--- config.mk ---
export PLATFORM = sky130hd
export DESIGN_NAME = poll_scheduler_backoff
export DESIGN_NICKNAME = d
export VERILOG_FILES = /design/src/rtl/psb_pkg.sv /design/src/rtl/psb_front.sv /design/src/rtl/psb_back.sv /design/src/rtl/poll_scheduler_backoff.sv
export SDC_FILE = /design/constraint.sdc
export NUM_CORES = 2
export LEC_CHECK = 0
export ABC_AREA = 1
export BUFFER_PORTS_ARGS = -buffer_cell sky130_fd_sc_hd__buf_4
export CAP_MARGIN = 20
export CORE_AREA = 2 2 513 413
export DETAILED_ROUTE_END_ITERATION = 10
export DIE_AREA = 0 0 515 415
export SLEW_MARGIN = 20
export SYNTH_ARGS = -nofsm -noshare
export SYNTH_HDL_FRONTEND = slang
export SYNTH_HIERARCHICAL = 1
export SYNTH_SLANG_ARGS = --single-unit
--- constraint.sdc ---
create_clock -name clk_i -period 16.9 [get_ports clk_i]
set_input_delay 3.38 -clock clk_i [delete_from_list [all_inputs] [get_ports clk_i]]
set_output_delay 3.38 -clock clk_i [all_outputs]
set_load 0.005 [all_outputs]
--- src/rtl/psb_pkg.sv ---
// ----------------------------------------------------------------------------
// psb_pkg: shared types and constants of the poll scheduler
// Request and result payloads, the decoded command and the backoff function.
// ----------------------------------------------------------------------------
package psb_pkg;

  // Request function codes
  typedef enum logic [1:0] {
    FUNC_ADD    = 2'd0,
    FUNC_SCAN   = 2'd1,
    FUNC_REPORT = 2'd2,
    FUNC_QUERY  = 2'd3
  } func_e;

  // Result status codes
  localparam logic [1:0] STATUS_OK     = 2'd0;
  localparam logic [1:0] STATUS_REJECT = 2'd1;
  localparam logic [1:0] STATUS_NONE   = 2'd2;

  localparam logic [31:0] DEFAULT_PERIOD = 32'd30;
  localparam logic [31:0] BACKOFF_BASE   = 32'd250;
  localparam logic [31:0] BACKOFF_CAP    = 32'd1500;
  localparam logic [7:0]  BACKOFF_STEPS  = 8'd4;
  localparam logic [7:0]  FAIL_MAX       = 8'd255;
  localparam logic [3:0]  MAX_RESULTS    = 4'd8;

  typedef struct packed {
    logic [1:0]  func;
    logic [31:0] now_ms;
    logic [7:0]  device_id;
    logic [31:0] interval_ms;
    logic [2:0]  entry_slot;
    logic [3:0]  poll_code;
    logic [31:0] maximum_delay;
  } in_req_t;

  typedef struct packed {
    logic [1:0]  status;
    logic [2:0]  slot_out;
    logic        last;
    logic [31:0] delay_ms;
    logic [3:0]  round_error;
  } out_res_t;

  // Decoded command passed from front to back
  typedef struct packed {
    func_e       op;
    logic [31:0] now_ms;
    logic [7:0]  device_id;
    logic [31:0] interval_ms;   // zero period already replaced by the default
    logic [2:0]  entry_slot;
    logic [3:0]  poll_code;
    logic [31:0] maximum_delay;
  } cmd_t;

  // Backoff delay for a given (already raised) failure count
  function automatic logic [31:0] backoff_for(input logic [7:0] fails);
    logic [31:0] b;
    if (fails == 8'd0) begin
      b = 32'd0;
    end else if (fails >= BACKOFF_STEPS) begin
      b = BACKOFF_CAP;
    end else begin
      b = BACKOFF_BASE << (fails - 8'd1);
    end
    return b;
  endfunction

endpackage

--- src/rtl/psb_front.sv ---
// ----------------------------------------------------------------------------
// psb_front: request intake of the poll scheduler
// Accepts requests, decodes them into commands and buffers them in a
// two-entry queue toward the back end.
// ----------------------------------------------------------------------------
module psb_front (
  input  logic             clk_i,
  input  logic             rst_ni,
  input  logic             in_valid_i,
  output logic             in_stall_o,
  input  psb_pkg::in_req_t in_req_i,
  output logic             cmd_valid_o,
  output psb_pkg::cmd_t    cmd_o,
  input  logic             cmd_pop_i
);
  import psb_pkg::*;

  localparam int unsigned QueueDepth = 2;

  cmd_t       q_mem [QueueDepth];
  logic       wr_ptr_q, wr_ptr_d;
  logic       rd_ptr_q, rd_ptr_d;
  logic [1:0] count_q, count_d;
  cmd_t       cmd_c;
  logic       push;
  logic       pop;

  // Decode the request
  always_comb begin
    cmd_c.op            = func_e'(in_req_i.func);
    cmd_c.now_ms        = in_req_i.now_ms;
    cmd_c.device_id     = in_req_i.device_id;
    cmd_c.interval_ms   = (in_req_i.interval_ms == 32'd0) ? DEFAULT_PERIOD
                                                          : in_req_i.interval_ms;
    cmd_c.entry_slot    = in_req_i.entry_slot;
    cmd_c.poll_code     = in_req_i.poll_code;
    cmd_c.maximum_delay = in_req_i.maximum_delay;
  end

  assign in_stall_o  = (count_q == 2'(QueueDepth));
  assign cmd_valid_o = (count_q != 2'd0);
  assign cmd_o       = q_mem[rd_ptr_q];
  assign push        = in_valid_i && !in_stall_o;
  assign pop         = cmd_pop_i && cmd_valid_o;

  // Advance pointers and fill level
  always_comb begin
    wr_ptr_d = push ? ~wr_ptr_q : wr_ptr_q;
    rd_ptr_d = pop ? ~rd_ptr_q : rd_ptr_q;
    count_d  = count_q + {1'b0, push} - {1'b0, pop};
  end

  always_ff @(posedge clk_i or negedge rst_ni) begin
    if (!rst_ni) begin
      wr_ptr_q <= 1'b0;
      rd_ptr_q <= 1'b0;
      count_q  <= 2'd0;
    end else begin
      wr_ptr_q <= wr_ptr_d;
      rd_ptr_q <= rd_ptr_d;
      count_q  <= count_d;
    end
  end

  // Store the decoded command
  always_ff @(posedge clk_i) begin
    if (push) begin
      q_mem[wr_ptr_q] <= cmd_c;
    end
  end

endmodule

--- src/rtl/psb_back.sv ---
// ----------------------------------------------------------------------------
// psb_back: command execution of the poll scheduler
// Holds the device table in a memory, walks it one entry per cycle (a stalled
// scan result holds the walk) for add, scan and query, and updates one entry for report.
// ----------------------------------------------------------------------------
module psb_back #(
  parameter int unsigned MAX_ENTRIES = 8
) (
  input  logic              clk_i,
  input  logic              rst_ni,
  input  logic              cmd_valid_i,
  input  psb_pkg::cmd_t     cmd_i,
  output logic              cmd_pop_o,
  output logic              out_valid_o,
  input  logic              out_stall_i,
  output psb_pkg::out_res_t out_res_o
);
  import psb_pkg::*;

  localparam int unsigned IW   = (MAX_ENTRIES > 1) ? $clog2(MAX_ENTRIES) : 1;
  localparam int unsigned CW   = $clog2(MAX_ENTRIES + 1);
  localparam int unsigned CMPW = (CW > 3) ? CW : 3;

  typedef enum logic [4:0] {
    ST_IDLE = 5'b00001,
    ST_EVAL = 5'b00010,
    ST_WR   = 5'b00100,
    ST_FIN  = 5'b01000,
    ST_OUT  = 5'b10000
  } state_e;

  typedef struct packed {
    logic [7:0]  id;
    logic [31:0] period;
    logic [31:0] deadline;
    logic [7:0]  fails;
  } entry_t;

  entry_t          table_mem [MAX_ENTRIES];
  entry_t          rdata_q;
  entry_t          wdata;
  logic [IW-1:0]   waddr;
  logic            we;

  state_e          state_q, state_d;
  cmd_t            cmd_q, cmd_d;
  logic [IW-1:0]   idx_q, idx_d;
  logic [CW-1:0]   used_q, used_d;
  logic [3:0]      fe_q, fe_d;
  logic            pend_v_q, pend_v_d;
  logic [IW-1:0]   pend_slot_q, pend_slot_d;
  logic [3:0]      cnt_q, cnt_d;
  logic [31:0]     dmin_q, dmin_d;
  out_res_t        res_q, res_d;
  out_res_t        out_q;
  logic            out_valid_q;

  logic            out_free;
  logic            emit;
  out_res_t        emit_res;
  logic [31:0]     ahead;
  logic            due;
  logic            last_entry;
  logic [31:0]     dnew;
  logic [7:0]      nfails;
  logic [31:0]     ndead;

  assign out_free    = !out_valid_q || !out_stall_i;
  assign out_valid_o = out_valid_q;
  assign out_res_o   = out_q;

  // Due test on the current entry: deadline zero, reached, or wrapped past
  assign ahead      = rdata_q.deadline - cmd_q.now_ms;
  assign due        = (rdata_q.deadline == 32'd0) || (ahead == 32'd0) ||
                      (ahead[31] && (ahead[30:0] != 31'd0));
  assign last_entry = ((CW'(idx_q) + CW'(1)) == used_q);
  assign dnew       = (ahead < dmin_q) ? ahead : dmin_q;

  // Report update of the addressed entry
  always_comb begin
    if (cmd_q.poll_code == 4'd0) begin
      nfails = 8'd0;
      ndead  = cmd_q.now_ms + rdata_q.period;
    end else begin
      nfails = (rdata_q.fails == FAIL_MAX) ? FAIL_MAX : rdata_q.fails + 8'd1;
      ndead  = cmd_q.now_ms + backoff_for(nfails);
    end
  end

  // Sequence the commands
  always_comb begin
    state_d     = state_q;
    cmd_d       = cmd_q;
    idx_d       = idx_q;
    used_d      = used_q;
    fe_d        = fe_q;
    pend_v_d    = pend_v_q;
    pend_slot_d = pend_slot_q;
    cnt_d       = cnt_q;
    dmin_d      = dmin_q;
    res_d       = res_q;
    cmd_pop_o   = 1'b0;
    we          = 1'b0;
    waddr       = idx_q;
    wdata       = rdata_q;
    emit        = 1'b0;
    emit_res    = res_q;

    case (state_q)
      ST_IDLE: begin
        if (cmd_valid_i) begin
          cmd_pop_o = 1'b1;
          cmd_d     = cmd_i;
          idx_d     = (cmd_i.op == FUNC_REPORT) ? IW'(cmd_i.entry_slot) : '0;
          cnt_d     = 4'd0;
          pend_v_d  = 1'b0;
          dmin_d    = cmd_i.maximum_delay;
          res_d     = '{status: STATUS_REJECT, slot_out: 3'd0, last: 1'b1,
                        delay_ms: 32'd0, round_error: 4'd0};
          state_d   = ST_EVAL;
          case (cmd_i.op)
            FUNC_ADD: begin
              if (used_q >= CW'(MAX_ENTRIES)) begin
                state_d = ST_OUT;
              end else if (used_q == '0) begin
                state_d = ST_WR;
              end
            end
            FUNC_SCAN: begin
              fe_d = 4'd0;
              if (used_q == '0) begin
                state_d = ST_OUT;
              end
            end
            FUNC_REPORT: begin
              if (CMPW'(cmd_i.entry_slot) >= CMPW'(used_q)) begin
                state_d = ST_OUT;
              end
            end
            FUNC_QUERY: begin
              res_d.delay_ms = 32'd1;
              if (used_q == '0) begin
                state_d = ST_OUT;
              end else if (cmd_i.maximum_delay == 32'd0) begin
                res_d.status = STATUS_OK;
                state_d      = ST_OUT;
              end
            end
            default: state_d = ST_IDLE;
          endcase
        end
      end

      ST_EVAL: begin
        case (cmd_q.op)
          FUNC_ADD: begin
            if (rdata_q.id == cmd_q.device_id) begin
              state_d = ST_OUT;
            end else if (last_entry) begin
              state_d = ST_WR;
            end else begin
              idx_d = idx_q + IW'(1);
            end
          end
          FUNC_SCAN: begin
            if (due) begin
              // hold while a pending result cannot leave
              if (!pend_v_q || out_free) begin
                if (pend_v_q) begin
                  emit     = 1'b1;
                  emit_res = '{status: STATUS_OK, slot_out: 3'(pend_slot_q),
                               last: 1'b0, delay_ms: 32'd0, round_error: fe_q};
                end
                pend_v_d    = 1'b1;
                pend_slot_d = idx_q;
                cnt_d       = 4'(cnt_q + 4'd1);
                if ((4'(cnt_q + 4'd1) == MAX_RESULTS) || last_entry) begin
                  state_d = ST_FIN;
                end else begin
                  idx_d = idx_q + IW'(1);
                end
              end
            end else if (last_entry) begin
              state_d = ST_FIN;
            end else begin
              idx_d = idx_q + IW'(1);
            end
          end
          FUNC_REPORT: begin
            we             = 1'b1;
            wdata.deadline = ndead;
            wdata.fails    = nfails;
            if ((cmd_q.poll_code != 4'd0) && (fe_q == 4'd0)) begin
              fe_d = cmd_q.poll_code;
            end
            res_d   = '{status: STATUS_OK, slot_out: cmd_q.entry_slot, last: 1'b1,
                        delay_ms: ndead, round_error: 4'd0};
            state_d = ST_OUT;
          end
          FUNC_QUERY: begin
            res_d.status = STATUS_OK;
            if (due) begin
              res_d.delay_ms = 32'd1;
              state_d        = ST_OUT;
            end else begin
              dmin_d = dnew;
              if (last_entry) begin
                res_d.delay_ms = (dnew == 32'd0) ? 32'd1 : dnew;
                state_d        = ST_OUT;
              end else begin
                idx_d = idx_q + IW'(1);
              end
            end
          end
          default: state_d = ST_IDLE;
        endcase
      end

      ST_WR: begin
        we      = 1'b1;
        waddr   = IW'(used_q);
        wdata   = '{id: cmd_q.device_id, period: cmd_q.interval_ms,
                    deadline: 32'd0, fails: 8'd0};
        used_d  = used_q + CW'(1);
        res_d   = '{status: STATUS_OK, slot_out: 3'(used_q), last: 1'b1,
                    delay_ms: 32'd0, round_error: 4'd0};
        state_d = ST_OUT;
      end

      ST_FIN: begin
        if (out_free) begin
          emit     = 1'b1;
          emit_res = pend_v_q
                   ? '{status: STATUS_OK, slot_out: 3'(pend_slot_q), last: 1'b1,
                       delay_ms: 32'd0, round_error: fe_q}
                   : '{status: STATUS_NONE, slot_out: 3'd0, last: 1'b1,
                       delay_ms: 32'd0, round_error: fe_q};
          pend_v_d = 1'b0;
          state_d  = ST_IDLE;
        end
      end

      ST_OUT: begin
        if (out_free) begin
          emit                 = 1'b1;
          emit_res             = res_q;
          emit_res.round_error = fe_q;
          state_d              = ST_IDLE;
        end
      end

      default: state_d = ST_IDLE;
    endcase
  end

  // Control registers
  always_ff @(posedge clk_i or negedge rst_ni) begin
    if (!rst_ni) begin
      state_q     <= ST_IDLE;
      used_q      <= '0;
      fe_q        <= 4'd0;
      pend_v_q    <= 1'b0;
      cnt_q       <= 4'd0;
      out_valid_q <= 1'b0;
    end else begin
      state_q  <= state_d;
      used_q   <= used_d;
      fe_q     <= fe_d;
      pend_v_q <= pend_v_d;
      cnt_q    <= cnt_d;
      if (emit) begin
        out_valid_q <= 1'b1;
      end else if (!out_stall_i) begin
        out_valid_q <= 1'b0;
      end
    end
  end

  // Payload registers
  always_ff @(posedge clk_i) begin
    cmd_q       <= cmd_d;
    idx_q       <= idx_d;
    pend_slot_q <= pend_slot_d;
    dmin_q      <= dmin_d;
    res_q       <= res_d;
    if (emit) begin
      out_q <= emit_res;
    end
  end

  // Table memory: read data follows the next index
  always_ff @(posedge clk_i) begin
    if (we) begin
      table_mem[waddr] <= wdata;
    end
    rdata_q <= table_mem[idx_d];
  end

  a_used_bound: assert property (@(posedge clk_i) disable iff (!rst_ni)
    used_q <= CW'(MAX_ENTRIES))
    else $error("table fill count beyond capacity");

  a_pend_scope: assert property (@(posedge clk_i) disable iff (!rst_ni)
    pend_v_q |-> (state_q == ST_EVAL || state_q == ST_FIN))
    else $error("pending scan result outside a scan walk");

  a_write_scope: assert property (@(posedge clk_i) disable iff (!rst_ni)
    we |-> ((state_q == ST_EVAL && cmd_q.op == FUNC_REPORT) || state_q == ST_WR))
    else $error("table write outside add or report");

  a_add_grows: assert property (@(posedge clk_i) disable iff (!rst_ni)
    state_q == ST_WR |=> used_q == $past(used_q) + CW'(1))
    else $error("add did not grow the table");

  a_scan_limit: assert property (@(posedge clk_i) disable iff (!rst_ni)
    cnt_q <= MAX_RESULTS)
    else $error("scan produced too many results");

endmodule

--- src/rtl/poll_scheduler_backoff.sv ---
// Flow: the back end runs one request at a time and examines one table entry
//   per cycle while walking the table memory; a stalled result holds the walk.
//   Meanwhile the front end queues up to two further requests.
// Reset: rst_ni clears the table fill count, round error, queue and output
//   valid at once; table contents are written by add before use.
// ----------------------------------------------------------------------------
// poll_scheduler_backoff: polled device scheduler with exponential backoff
// Front end decodes and queues requests, back end runs them on the table.
// ----------------------------------------------------------------------------
module poll_scheduler_backoff #(
  parameter int unsigned MAX_ENTRIES = 8
) (
  input  logic              clk_i,
  input  logic              rst_ni,
  input  logic              in_valid_i,
  output logic              in_stall_o,
  input  psb_pkg::in_req_t  in_req_i,
  output logic              out_valid_o,
  input  logic              out_stall_i,
  output psb_pkg::out_res_t out_res_o
);
  import psb_pkg::*;

  logic cmd_valid;
  logic cmd_pop;
  cmd_t cmd;

  // Decode and queue requests
  psb_front u_front (
    .clk_i       (clk_i),
    .rst_ni      (rst_ni),
    .in_valid_i  (in_valid_i),
    .in_stall_o  (in_stall_o),
    .in_req_i    (in_req_i),
    .cmd_valid_o (cmd_valid),
    .cmd_o       (cmd),
    .cmd_pop_i   (cmd_pop)
  );

  // Execute commands on the table
  psb_back #(
    .MAX_ENTRIES (MAX_ENTRIES)
  ) u_back (
    .clk_i       (clk_i),
    .rst_ni      (rst_ni),
    .cmd_valid_i (cmd_valid),
    .cmd_i       (cmd),
    .cmd_pop_o   (cmd_pop),
    .out_valid_o (out_valid_o),
    .out_stall_i (out_stall_i),
    .out_res_o   (out_res_o)
  );

endmodule

-- Word level (Yosys, flattened, before mapping)
Memory sizes are Yosys's and may differ from the RTL's. A register that Yosys moved wholly into a read port is not among the register bits.
Cells that the tools add are included.
- bitwise logic cells: 2
- shift operators: 1
- equality and inequality tests: 35
- order comparisons: 4
- reduce and logical (&&, ||, !) cells: 42
- muxes and demuxes: 98
- add/sub/neg operators: 11
- operators by type and width (operator ; count):
    32-bit 2-to-1 mux ; 12
    42-bit 2-to-1 mux ; 7
    42-bit one-hot mux with 3 select lines ; 2
    32-bit logical NOT ; 5
    32-bit one-hot mux with 2 select lines ; 2
    40-bit 2-to-1 mux ; 2
    40-bit one-hot mux with 2 select lines ; 1
    5-bit 2-to-1 mux ; 15
    32-bit adder ; 2
    5-bit one-hot mux with 4 select lines ; 3
    4-bit 2-to-1 mux ; 11
    32-bit < comparator ; 1
    8-bit by 8-bit << shifter with 32-bit output, first input constant ; 1
    32-bit subtractor ; 1
    31-bit nonzero test ; 1
    3-bit 2-to-1 mux ; 10
    1-bit 2-to-1 mux ; 21
    8-bit 2-to-1 mux ; 2
    4-bit one-hot mux with 2 select lines ; 2
    2-bit != test, second input constant ; 7
    4-bit logical NOT ; 3
    2-bit by 1-bit != test with 1-bit output, second input constant ; 6
    4-bit by 2-bit != test with 1-bit output, second input constant ; 3
    4-bit AND reduction ; 3
    other kinds (43) ; 70
- output and inout bits: 44
- memories kept: 2
- bits in registers: 226
- memory bits (writable): 866
- bits of input ports: 117
- logic and storage cells: 223
- memories (memory ; depth ; width ; rd ports ; clocked after memory_dff ; write ports ; line ; source):
    u_back.table_mem ; 8 ; 80 ; 1 ; 1 ; 1 ; psb_back.sv:39 ; entry_t table_mem [MAX_ENTRIES];
    u_front.q_mem ; 2 ; 113 ; 1 ; 0 ; 1 ; psb_front.sv:20 ; cmd_t q_mem [QueueDepth];

-- Depth between registers and ports, before layout
- word-level depth: 11
- gate-level depth with buffers: 39
- mapped depth without buffers: 39

-- By module
Netlist, hierarchy kept.
- modules (own cells, without submodules) (module ; times used ; cells an instance ; area an instance (µm²) ; sequential area each (µm²)):
    psb_back ; 1 ; 4265 ; 43262.7 ; 27182.3
    psb_front ; 1 ; 677 ; 8705.8 ; 6886.6

-- Least setup slack after synthesis
OpenSTA, ideal clock, no wires.
- path kind: input-to-reg
- start: input in_valid_i
- end: memory u_front/q_mem[0][0] in the netlist's numbering, enable pin
- cell stages on the path: 2
- arrival time: 8.158 ns
- setup slack: 8.157 ns
- library setup time: 0.586 ns
- path through: o21ai_2 > nor2_1
- word-level cells in the longest chain between the ends: 3
- RTL lines (item ; line ; source):
    start, declared ; poll_scheduler_backoff.sv:15 ; input logic in_valid_i,
    1-bit logical AND ; psb_front.sv:43 ; assign push = in_valid_i && !in_stall_o;
    1-bit 2-to-1 mux ; psb_front.sv:67 ; if (push) begin
    1-bit 2-to-1 mux (implied by the code) ; psb_front.sv:68 ; q_mem[wr_ptr_q] <= cmd_c;
    end, declared ; psb_front.sv:20 ;
Every way passes these cells.

==> metrics.md <==
| Metric | Value |
|---|---|
| Syn Nets | 5168 |
| Max-cap viol count | 0 |
| Final layout net count | 5245 |
| Final setup fails | 0 |
| Hold Crit Class | flop to flop |
| Final WS setup | 9517 ps |
| Fin util | 28.67% |
| Critical path type | flop to flop |
| CP peak stage delay | 670 ps |
| Slew margin rel. | 16.56% |
| Starting Density | 24.95% |
| WP data required | 17330 ps |
| # Post-CTS Setup Buffers | 0 |
| Clock insertion delay at the later pin of the skew report | 760 ps |
| Maximum clock rate | 0.1354 GHz |
| Antenna violations before repair | 2 |
| Die Ht | 415 µm |
| Prevailing post-synth register cell | edfxtp_1 |
| Area Overhead vs Synth | 14.92% |
| Fin cells | 7857 |
| Final period utilization | 43.69% |
| Vias/cell | 4.671 |
| Gpl congestion | 0.9468 |
| GRT Resource Usage Total | 13.63% |
| Slew Viols, Final | 0 |
| Syn Inst Count | 4942 |
| WP data arrival | 7810 ps |
| Crit end category | flop |
| HPWL after DPL | 96280 µm |
| TNS Setup | 0 ps |
| Yosys warnings | 6 |
| Pre-CTS setup slack | 9026 ps |
| GRT Residual Overflow | 0 |
| Die W | 515 µm |
| Worst-Margin Slew | 1240 ps |
| I/O pins | 161 |
| DRC marker count from the first detailed-route iteration | 3975 |
| Worst Clk Skew | 44.54 ps |
| Slowest cell on the critical path | o21ai_0 |
| Vias | 36700 |
| Remaining DRCs | 0 |
| Number of global-route vias before repair | 34660 |
| Num CTS Buffers | 115 |
| Hold Buf Count CTS | 0 |
| Sequential area share after synthesis | 65.56% |
| Final min period | 7383 ps |
| Critical Path Start Type | flop |
| H-tree Lvls | 3 |
| RSZ-0062 raised after global routing | false |
| # diodes | 0 |
| Drt total wl | 150100 µm |
| Wire length per cell | 19.10 µm |
| Placed Instances | 7637 |
| Die Area | 213700 µm² |
| Share of cells above drive strength 1 | 8.826% |
| Synthesized flop and latch total | 1166 |
| Status | completed |
| Largest net degree at the start of global routing | 184 |
| Most common library cell in the layout ignoring fill and taps | nand2_1 |
| Clock Sinks | 1166 |
| Number of enable flip-flop cells after synthesis | 1060 |
| Netlist cell types | 59 |
| Detailed-router iteration count before antenna repair | 6 |
| Buffers on Ports | 160 |
| Clock Path Buffers | 3 |
| CP dominant cell by count | nand2_1 |
| Most frequent cells in the layout | nand2_1, edfxtp_1, nand3_1, inv_1, buf_4 |
| Post-route antenna net violation count | 0 |
| Num rows | 150 |
| Post_cts resized | 0 |
| Clk root buf | clkbuf_16 |
| Area of the core | 208300 µm² |
| Final hold violations | 0 |
| Synthesized cell area | 51970 µm² |
| TritonCTS clock tree | built |
| Syn_area_per_cell | 10.52 µm² |
| First-pass GRT wire length | 223900 µm |
| Critical path peak fanout | 8 |
| FFs w/ async S/R, synth | 1.973% |
| Worst-path clk slew | 60 ps |
[state kept, by name (all words and copies together), names as in the netlist]
signal	flops
u_back/pend_v_q	1
u_back/idx_q	3
u_back/cmd_q	81
u_back/res_q	36
u_back/pend_slot_q	3
u_back/out_res_o	42
u_back/fe_q	4
u_back/cnt_q	4
u_back/table_mem	640
u_front/rd_ptr_q	1
u_front/count_q	2
u_back/dmin_q	32
u_back/state_q	5
u_back/rdata_q	80
u_front/wr_ptr_q	1
u_back/used_q	4
u_back/out_valid_o	1
u_front/q_mem	226
[cell families after synthesis]
group,count (synthesis),share of synthesized area [%]
AND/OR/NAND/NOR,2579,21.26
flip-flops,1166,65.56
buffers and inverters,669,5.646
AO/OA/AOI/OAI,363,3.939
adder cells (fa/ha/maj),109,2.653
XOR/XNOR,56,0.9438
[stage by stage]
| step | cell area [µm²] | hold slack, ps |
|---|---|---|
| 2_1_floorplan | 51970 | 406.4 |
| 3_3_place_gp | 55830 | 480.5 |
| 3_5_place_dp | 55830 | 482.6 |
| 4_1_cts | 59700 | 496.8 |
| 5_1_grt | 59720 | 517.5 |
| 6_report | 59720 | 500.8 |
[Yosys cell counts, drive strengths merged (2+ instances only)]
| cell type | number | area (µm²) |
|---|---|---|
| clkbuf | 128 | 484.2 |
| nand2 | 1406 | 5295 |
| o21a | 4 | 30.03 |
| nor3 | 22 | 110.1 |
| buf | 120 | 827.0 |
| nor4 | 17 | 106.4 |
| o21ai | 180 | 908.4 |
| and2 | 6 | 37.54 |
| a21o | 4 | 30.03 |
| a21boi | 5 | 37.54 |
| o31ai | 5 | 37.54 |
| a311oi | 4 | 35.03 |
| a31oi | 5 | 31.28 |
| o221ai | 3 | 26.28 |
| nand3 | 877 | 4399 |
| dfxtp | 83 | 1662 |
| or2 | 13 | 81.33 |
| clkinv | 3 | 11.26 |
| a22o | 4 | 35.03 |
| a32o | 4 | 40.04 |
| edfxtp | 1060 | 31830 |
| ha | 107 | 1339 |
| xor2 | 41 | 359.1 |
| xnor2 | 15 | 131.4 |
| o22ai | 38 | 237.7 |
| dfrtp | 22 | 550.5 |
| fa | 2 | 40.04 |
| nand4 | 23 | 143.9 |
| a221oi | 3 | 26.28 |
| nand3b | 10 | 75.07 |
| a21oi | 93 | 488.0 |
| dlygate4sd1 | 8 | 70.07 |
| nor2 | 202 | 778.3 |
| a211oi | 3 | 22.52 |
| o211ai | 5 | 37.54 |
| inv | 410 | 1541 |
[critical path, delay by kind of cell, from the launching register on]
| kind | cells | cell delay (ps) |
|---|---|---|
| AND/OR/NAND/NOR | 17 | 2460 |
| AO/OA/AOI/OAI | 7 | 2160 |
| XOR/XNOR | 2 | 620 |
| adder cells (fa/ha/maj) | 3 | 840 |
| buffers and inverters | 5 | 600 |
| flip-flops | 1 | 340 |
[layer usage]
layer  track usage [%]  up-vias  wire length [µm]
met5                 0        -                11
met2             21.14     1424             67420
li1                  -    17140                 -
met4             3.340        2              3235
met3             2.585      199             12290
met1             19.46    17930             67120
[path summary, 6_finish.rpt]
path | startpoint | endpoint | slack (ps) | cells past startpoint
max | u_back/rdata_q[0]$_DFF_P_ | u_back/table_mem[2][24]$_DFFE_PP_ | 9520 | 34
min | u_back/fe_q[0]$_DFFE_PN0P_ | u_back/fe_q[0]$_DFFE_PN0P_ | 500 | 2
max reg2reg | u_back/rdata_q[0]$_DFF_P_ | u_back/table_mem[2][24]$_DFFE_PP_ | 9520 | 34
min reg2reg | u_back/fe_q[0]$_DFFE_PN0P_ | u_back/fe_q[0]$_DFFE_PN0P_ | 500 | 2
max in group asynchronous | rst_ni | u_back/state_q[0]$_DFFE_PN1P_ | 14060 | 1
min in group asynchronous | rst_ni | u_back/cnt_q[3]$_DFFE_PN0P_ | 2520 | 1
[cell type report]
class	count	area [µm²]
clock buffers	168	3299
inverters	413	1554
repair buffers	216	1658
fillers	21460	148600
well taps	2736	3423
flip-flops and latches	1166	34070
clock inverters	51	573.1
multi-input cells	3107	15140
Power is not shown: default switching activity piles up to over one toggle a cycle in this logic, so the estimate is an artifact.
